<file path="config.mk">
export PLATFORM = sky130hd
export DESIGN_NAME = etgc_divider
export DESIGN_NICKNAME = d
export VERILOG_FILES = /design/src/rtl/etgc_pkg.sv /design/src/rtl/etgc_divider.sv
export SDC_FILE = /design/constraint.sdc
export NUM_CORES = 2
export LEC_CHECK = 0
export BUFFER_PORTS_ARGS = -buffer_cell sky130_fd_sc_hd__buf_2
export CORE_MARGIN = 10
export CORE_UTILIZATION = 52
export CTS_BUF_LIST = sky130_fd_sc_hd__clkbuf_16
export CTS_CLUSTER_SIZE = 30
export DETAILED_ROUTE_END_ITERATION = 10
export HOLD_SLACK_MARGIN = 0.06
export PLACE_DENSITY = 0.68
export SLEW_MARGIN = 0
export SYNTH_ARGS = -nofsm -noshare
export SYNTH_HDL_FRONTEND = slang
export SYNTH_SLANG_ARGS = --single-unit
</file>
<file path="constraint.sdc">
create_clock -name clk -period 5.2 [get_ports clk]
set_clock_uncertainty 0.05 [all_clocks]
set_input_delay 0.26 -clock clk [delete_from_list [all_inputs] [get_ports clk]]
set_output_delay 0.26 -clock clk [all_outputs]
set_load 0.02 [all_outputs]
</file>
<file path="src/rtl/etgc_pkg.sv">
// Shared constants and types of the escape-time gradient colorizer.
package etgc_pkg;

  localparam int ITER_BITS_DEF = 16;
  localparam int LIMIT_BITS    = 16;
  localparam int LANES         = 3;
  localparam int CHAN_BITS     = 8;
  localparam int COLOR_BITS    = 32;
  localparam int MODE_BITS     = 2;
  localparam int CFG_IDX_BITS  = 2;
  localparam int CFG_DATA_BITS = 32;

  typedef logic [CHAN_BITS-1:0] chan_t;

  localparam chan_t CHAN_MAX = 8'hFF;

  // Register indexes of the configuration port.
  localparam logic [CFG_IDX_BITS-1:0] REG_ITER_LIMIT    = CFG_IDX_BITS'(0);
  localparam logic [CFG_IDX_BITS-1:0] REG_BASE_COLOR    = CFG_IDX_BITS'(1);
  localparam logic [CFG_IDX_BITS-1:0] REG_GRADIENT_MODE = CFG_IDX_BITS'(2);

  // Gradient modes: pivot shade and escape color.
  localparam logic [MODE_BITS-1:0] MODE_DARK_BLACK  = MODE_BITS'(0);
  localparam logic [MODE_BITS-1:0] MODE_LIGHT_WHITE = MODE_BITS'(1);
  localparam logic [MODE_BITS-1:0] MODE_DARK_WHITE  = MODE_BITS'(2);
  localparam logic [MODE_BITS-1:0] MODE_LIGHT_BLACK = MODE_BITS'(3);

  localparam logic [LIMIT_BITS-1:0] ITER_LIMIT_RST = LIMIT_BITS'(64);

  // Slopes carry three decimal digits of fraction.
  localparam int SLOPE_SCALE = 1000;
  // Numerator is at most 255 * 1000, which fits in 18 bits.
  localparam int NUM_BITS    = 18;
  localparam int QBITS       = NUM_BITS;
  // Slope times count stays below 2^20 in every branch that uses it.
  localparam int PROD_BITS   = 20;

  // floor(x / 1000) = (x * RECIP) >> RECIP_SHIFT, exact for x below 2^20.
  localparam int                   RECIP_SHIFT = 30;
  localparam int                   RECIP_BITS  = 21;
  localparam logic [RECIP_BITS-1:0] RECIP      = RECIP_BITS'(1073742);

  // Register stages that can hold an item: input, setup, quotient steps,
  // two multiply stages, grading, output and skid.
  localparam int PIPE_DEPTH = QBITS + 7;

endpackage

</file>
<file path="src/rtl/etgc_divider.sv">
// Pipelined restoring divider, one quotient bit per stage for each color lane.
module etgc_divider #(
  parameter int DEN_BITS = etgc_pkg::ITER_BITS_DEF - 1
) (
  input  logic                                                    clk,
  input  logic                                                    en,
  input  logic [etgc_pkg::LANES-1:0][etgc_pkg::NUM_BITS-1:0]      num_i,
  input  logic [DEN_BITS-1:0]                                     den_i,
  output logic [etgc_pkg::LANES-1:0][etgc_pkg::QBITS-1:0]         quo_o
);
  import etgc_pkg::*;

  logic [LANES-1:0][DEN_BITS-1:0] rem_r [QBITS-1];
  logic [LANES-1:0][NUM_BITS-1:0] num_r [QBITS-1];
  logic [LANES-1:0][QBITS-1:0]    quo_r [QBITS];

  for (genvar s = 0; s < QBITS; s++) begin : g_stage
    logic [LANES-1:0][DEN_BITS-1:0] rem_in;
    logic [LANES-1:0][NUM_BITS-1:0] num_in;
    logic [LANES-1:0][QBITS-1:0]    quo_in;
    logic [LANES-1:0][DEN_BITS:0]   trial;
    logic [LANES-1:0]               qbit;

    if (s == 0) begin : g_first
      assign rem_in = '0;
      assign num_in = num_i;
      assign quo_in = '0;
    end else begin : g_next
      assign rem_in = rem_r[s-1];
      assign num_in = num_r[s-1];
      assign quo_in = quo_r[s-1];
    end

    always_comb begin
      for (int l = 0; l < LANES; l++) begin
        trial[l] = {rem_in[l], num_in[l][NUM_BITS-1]};
        qbit[l]  = (trial[l] >= {1'b0, den_i});
      end
    end

    always_ff @(posedge clk) begin
      if (en) begin
        for (int l = 0; l < LANES; l++) begin
          quo_r[s][l] <= {quo_in[l][QBITS-2:0], qbit[l]};
        end
      end
    end

    // The last step needs no partial remainder or numerator afterwards.
    if (s < QBITS - 1) begin : g_carry
      always_ff @(posedge clk) begin
        if (en) begin
          for (int l = 0; l < LANES; l++) begin
            rem_r[s][l] <= qbit[l] ? DEN_BITS'(trial[l] - {1'b0, den_i})
                                   : trial[l][DEN_BITS-1:0];
            num_r[s][l] <= {num_in[l][NUM_BITS-2:0], 1'b0};
          end
        end
      end
    end
  end

  assign quo_o = quo_r[QBITS-1];

endmodule

</file>
==> run summary <==
Crit path launch type = register
Wire per inst = 19.6 µm
DRC viols = 0
Synth Area in Compound Gates = 13.4%
Syn_nets = 8,566
Clock transition at the registers of the reported paths = 60 ps
Reg2reg path depth = 10
Status = complete, no violations
Core Rows = 156
Synth Area in Simple Gates = 9.00%
Pin count of the biggest net entering global routing = 153
Core area = 181,000 µm²
First-pass GRT wire length = 329,000 µm
Clock Path Buffers = 3
CP max FO = 17
Count of final setup violators = 0
Die Width = 447 µm
Initial antenna violation count = 2
Most frequent CP cell = o21ai_0
Post-synth EDFFs = 1,737
Hold Path Class = input pin to register
Synth Cell Area = 94,600 µm²
CTS Buf Count = 186
Largest stage delay on the critical path = 730 ps
End of the critical path = rem_r[15][8]$_DFFE_PP_
Data arrival time of the worst path = 4360 ps
Count of final max-slew check failures = 0
IO Pins = 125
CP endpoint kind = register
Worst path slowest cell = a2bb2oi_2
Htree depth = 4
Total GRT Usage = 20.5%
Die H = 447 µm
Xor and xnor area share after synthesis = 4.76%
Crit Reg-Reg Endpoint = rem_r[15][8]$_DFFE_PP_
Place WS = 979 ps
Postcts setup bufs = 0
Root buffer cell = clkbuf_16
DIE AREA = 199,000 µm²
Iter 0 DRT Violations = 4,740
Relative slew slack = 26.5%
Mean number of vias per cell = 5.85
Seq/Total Area, Yosys = 55.1%
Starting Density = 52.3%
Placed cell areas = 99,000 µm²
Clock Sinks = 1,737
Area grow syn2layout = 12.4%
WP data required = 5730 ps
Post-cts gate resize count = 0
Worst setup path startpoint = num_r[14][16]$_DFFE_PP_
Final Worst Setup Slack = 1380 ps
Avg Cell Area, Syn = 12.3 µm²
Final Hold Fails = 0
Unrepaired setup endpoints after global routing = false
Post-DRT Antenna Nets = 0
Kind of critical path = register to register
Post-Synth Adder-Cell Area = 11.2%
Synth warnings = 0
Lkg Pwr = 40.8 nW
Ys flop type = edfxtp_1
GR Overflow Total = 0
VDD IR max = 0.371 mV
Vias = 62.2k
Part of the cycle the worst path needs = 73.5%
Worst Tran Pin Value = 1100 ps
Cells after Synth = 7,676
Detailed Place HPWL = 144,000 µm
I/O Buffers = 124
Tmin final = 3820 ps
Flops & latches, synth = 1,737
Layout cell share with drive strength beyond 1 = 11.8%
Worst hold start = num_i[26]
Max-capacitance violation count = 0
Number of distinct library cells after synthesis = 92
Fmax = 262 MHz
TritonRoute pass-1 iters = 7
R2R setup slack = 1380 ps
Ys async rst share = 0%
GP Congestion = 0.940
Vias in the first global route = 61.6k
Final Power = 64.2 mW
Clock Latency Late Sink = 850 ps
FF-to-FF Start = num_r[14][16]$_DFFE_PP_
Routed wire length = 208,000 µm
Largest family of logic cells by synthesized area = compound AO/OA/AOI/OAI gates
Final design area excluding fillers = 106,000 µm²
Power density over cell area = 604 nW/µm²
Post-synthesis mux area share = 4.72%
Final net count = 8,994
Layout fillers = 14.1k
Final TNS setup = 0 ps
CTS tree = built
Crit-path cells = inv_1, ha_1, fa_1, nor2b_1, o21ai_0, a21oi_1, o21ai_0, o21ai_1, a2bb2oi_2, mux2_2
==> timing repair <==
action                                  CTS  global route
endpoints found under the hold margin   175             0
hold buffers                            103             0
endpoints found under the setup margin    0             0
==> kinds of logic after synthesis <==
kind of cell	after synthesis
adders and majority gates	819
AOI/OAI and AO/OA	2017
buffers and inverters	416
muxes	402
DFF	1737
and+or+nand+nor	1771
xor gates and xnor gates	514
==> how the worst min path moves through the flow <==
stage	endpoint	slack, ps	depth (start not counted)
2_1_floorplan	num_r[0][0]$_DFFE_PP_	310	0
3_3_place_gp	num_r[1][39]$_DFFE_PP_	350	0
3_5_place_dp	num_r[10][29]$_DFFE_PP_	350	0
4_1_cts	num_r[0][25]$_DFFE_PP_	60	2
5_1_grt	num_r[0][38]$_DFFE_PP_	90	2
6_report	num_r[0][25]$_DFFE_PP_	120	2
==> metal layers <==
layer	vias to the layer above	wire, µm	global-route usage [%]	part of all wire [%]
li1	30300	-	-	-
met1	30000	90400	26.4	43
met2	1515	101000	35.1	49
met3	429	9230	2.84	4.4
met4	2	7360	7.43	3.5
met5	-	13	0	0.0062
==> cells in the mapped netlist, types with 26 or more instances <==
library cell | n | area (µm²)
nor3_1 | 159 | 796
nand2b_1 | 107 | 669
mux2_2 | 335 | 3770
edfxtp_1 | 1737 | 52200
nor2b_1 | 186 | 1160
ha_1 | 771 | 9650
fa_1 | 48 | 961
nand4_1 | 96 | 601
o31ai_1 | 68 | 510
xnor2_1 | 322 | 2820
or3_1 | 36 | 225
inv_1 | 295 | 1110
nand2_1 | 520 | 1950
o21ai_0 | 583 | 2920
nor2_1 | 441 | 1660
a31oi_1 | 92 | 576
a211oi_1 | 55 | 413
xor2_1 | 192 | 1680
o21a_1 | 107 | 803
o31a_1 | 28 | 245
buf_2 | 45 | 225
mux2i_1 | 61 | 611
a41oi_1 | 31 | 272
o21bai_1 | 26 | 195
clkbuf_1 | 62 | 233
a21o_1 | 191 | 1430
a21oi_1 | 539 | 2700
nand3_1 | 65 | 325
o211ai_1 | 29 | 218
and2_1 | 33 | 206
==> state kept, by name (all words and copies together), names as in the netlist <==
register  count
rem_r       765
quo_r       513
num_r       459
==> through the flow <==
stage                     cells  hold slack (ps)  utilization (%)
after detailed placement  10200              355             54.7
final                     10600              117             58.8
after global routing      10600             87.1             58.8
after floorplan            7676              309                -
after global placement    10200              350             54.7
after CTS                 10600             61.3             58.8
==> cell type report <==
type / count / area [µm²] / area share [%]
Timing Repair Buffer: 356 / 2930 / 2.75
Antenna cell: 1 / 2.50 / 0.00235
Sequential cell: 1737 / 52200 / 49.1
Clock buffer: 190 / 4750 / 4.47
Tap cell: 2370 / 2970 / 2.79
Inverter: 300 / 1130 / 1.07
Multi-Input combinational cell: 5523 / 40800 / 38.4
Clock inverter: 154 / 1530 / 1.43
==> placed cells by master, fill, tap and decap left out, types with 108 or more instances in the layout <==
| master | synthesis | layout |
|---|---|---|
| a21oi_1 | 539 | 539 |
| o21ai_0 | 583 | 581 |
| edfxtp_1 | 1737 | 1737 |
| nor2_1 | 441 | 441 |
| clkbuf_16 | 0 | 190 |
| ha_1 | 771 | 771 |
| buf_2 | 45 | 121 |
| inv_1 | 295 | 305 |
| nand2_1 | 520 | 520 |
| xnor2_1 | 322 | 322 |
| mux2_2 | 335 | 335 |
| buf_4 | 2 | 108 |
| xor2_1 | 192 | 192 |
| a21o_1 | 191 | 191 |
| nor3_1 | 159 | 159 |
| nor2b_1 | 186 | 186 |
==> worst max-delay path, delay by kind of cell (launching register included) <==
kind                     cells  cell delay, ps
AO/OA/AOI/OAI                5            1770
adder cells (fa/ha/maj)      2             660
flip-flops                   1             480
multiplexers                 1             420
AND/OR/NAND/NOR              1             130
buffers and inverters        1              80
==> where the power goes <==
group | switching [mW] | internal, mW | leakage (nW)
Clock | 5.60 | 7.87 | 3.13
Combinational | 15.0 | 12.8 | 20.7
Sequential | 2.05 | 20.9 | 17.0
(Power assumes the default switching activity.)
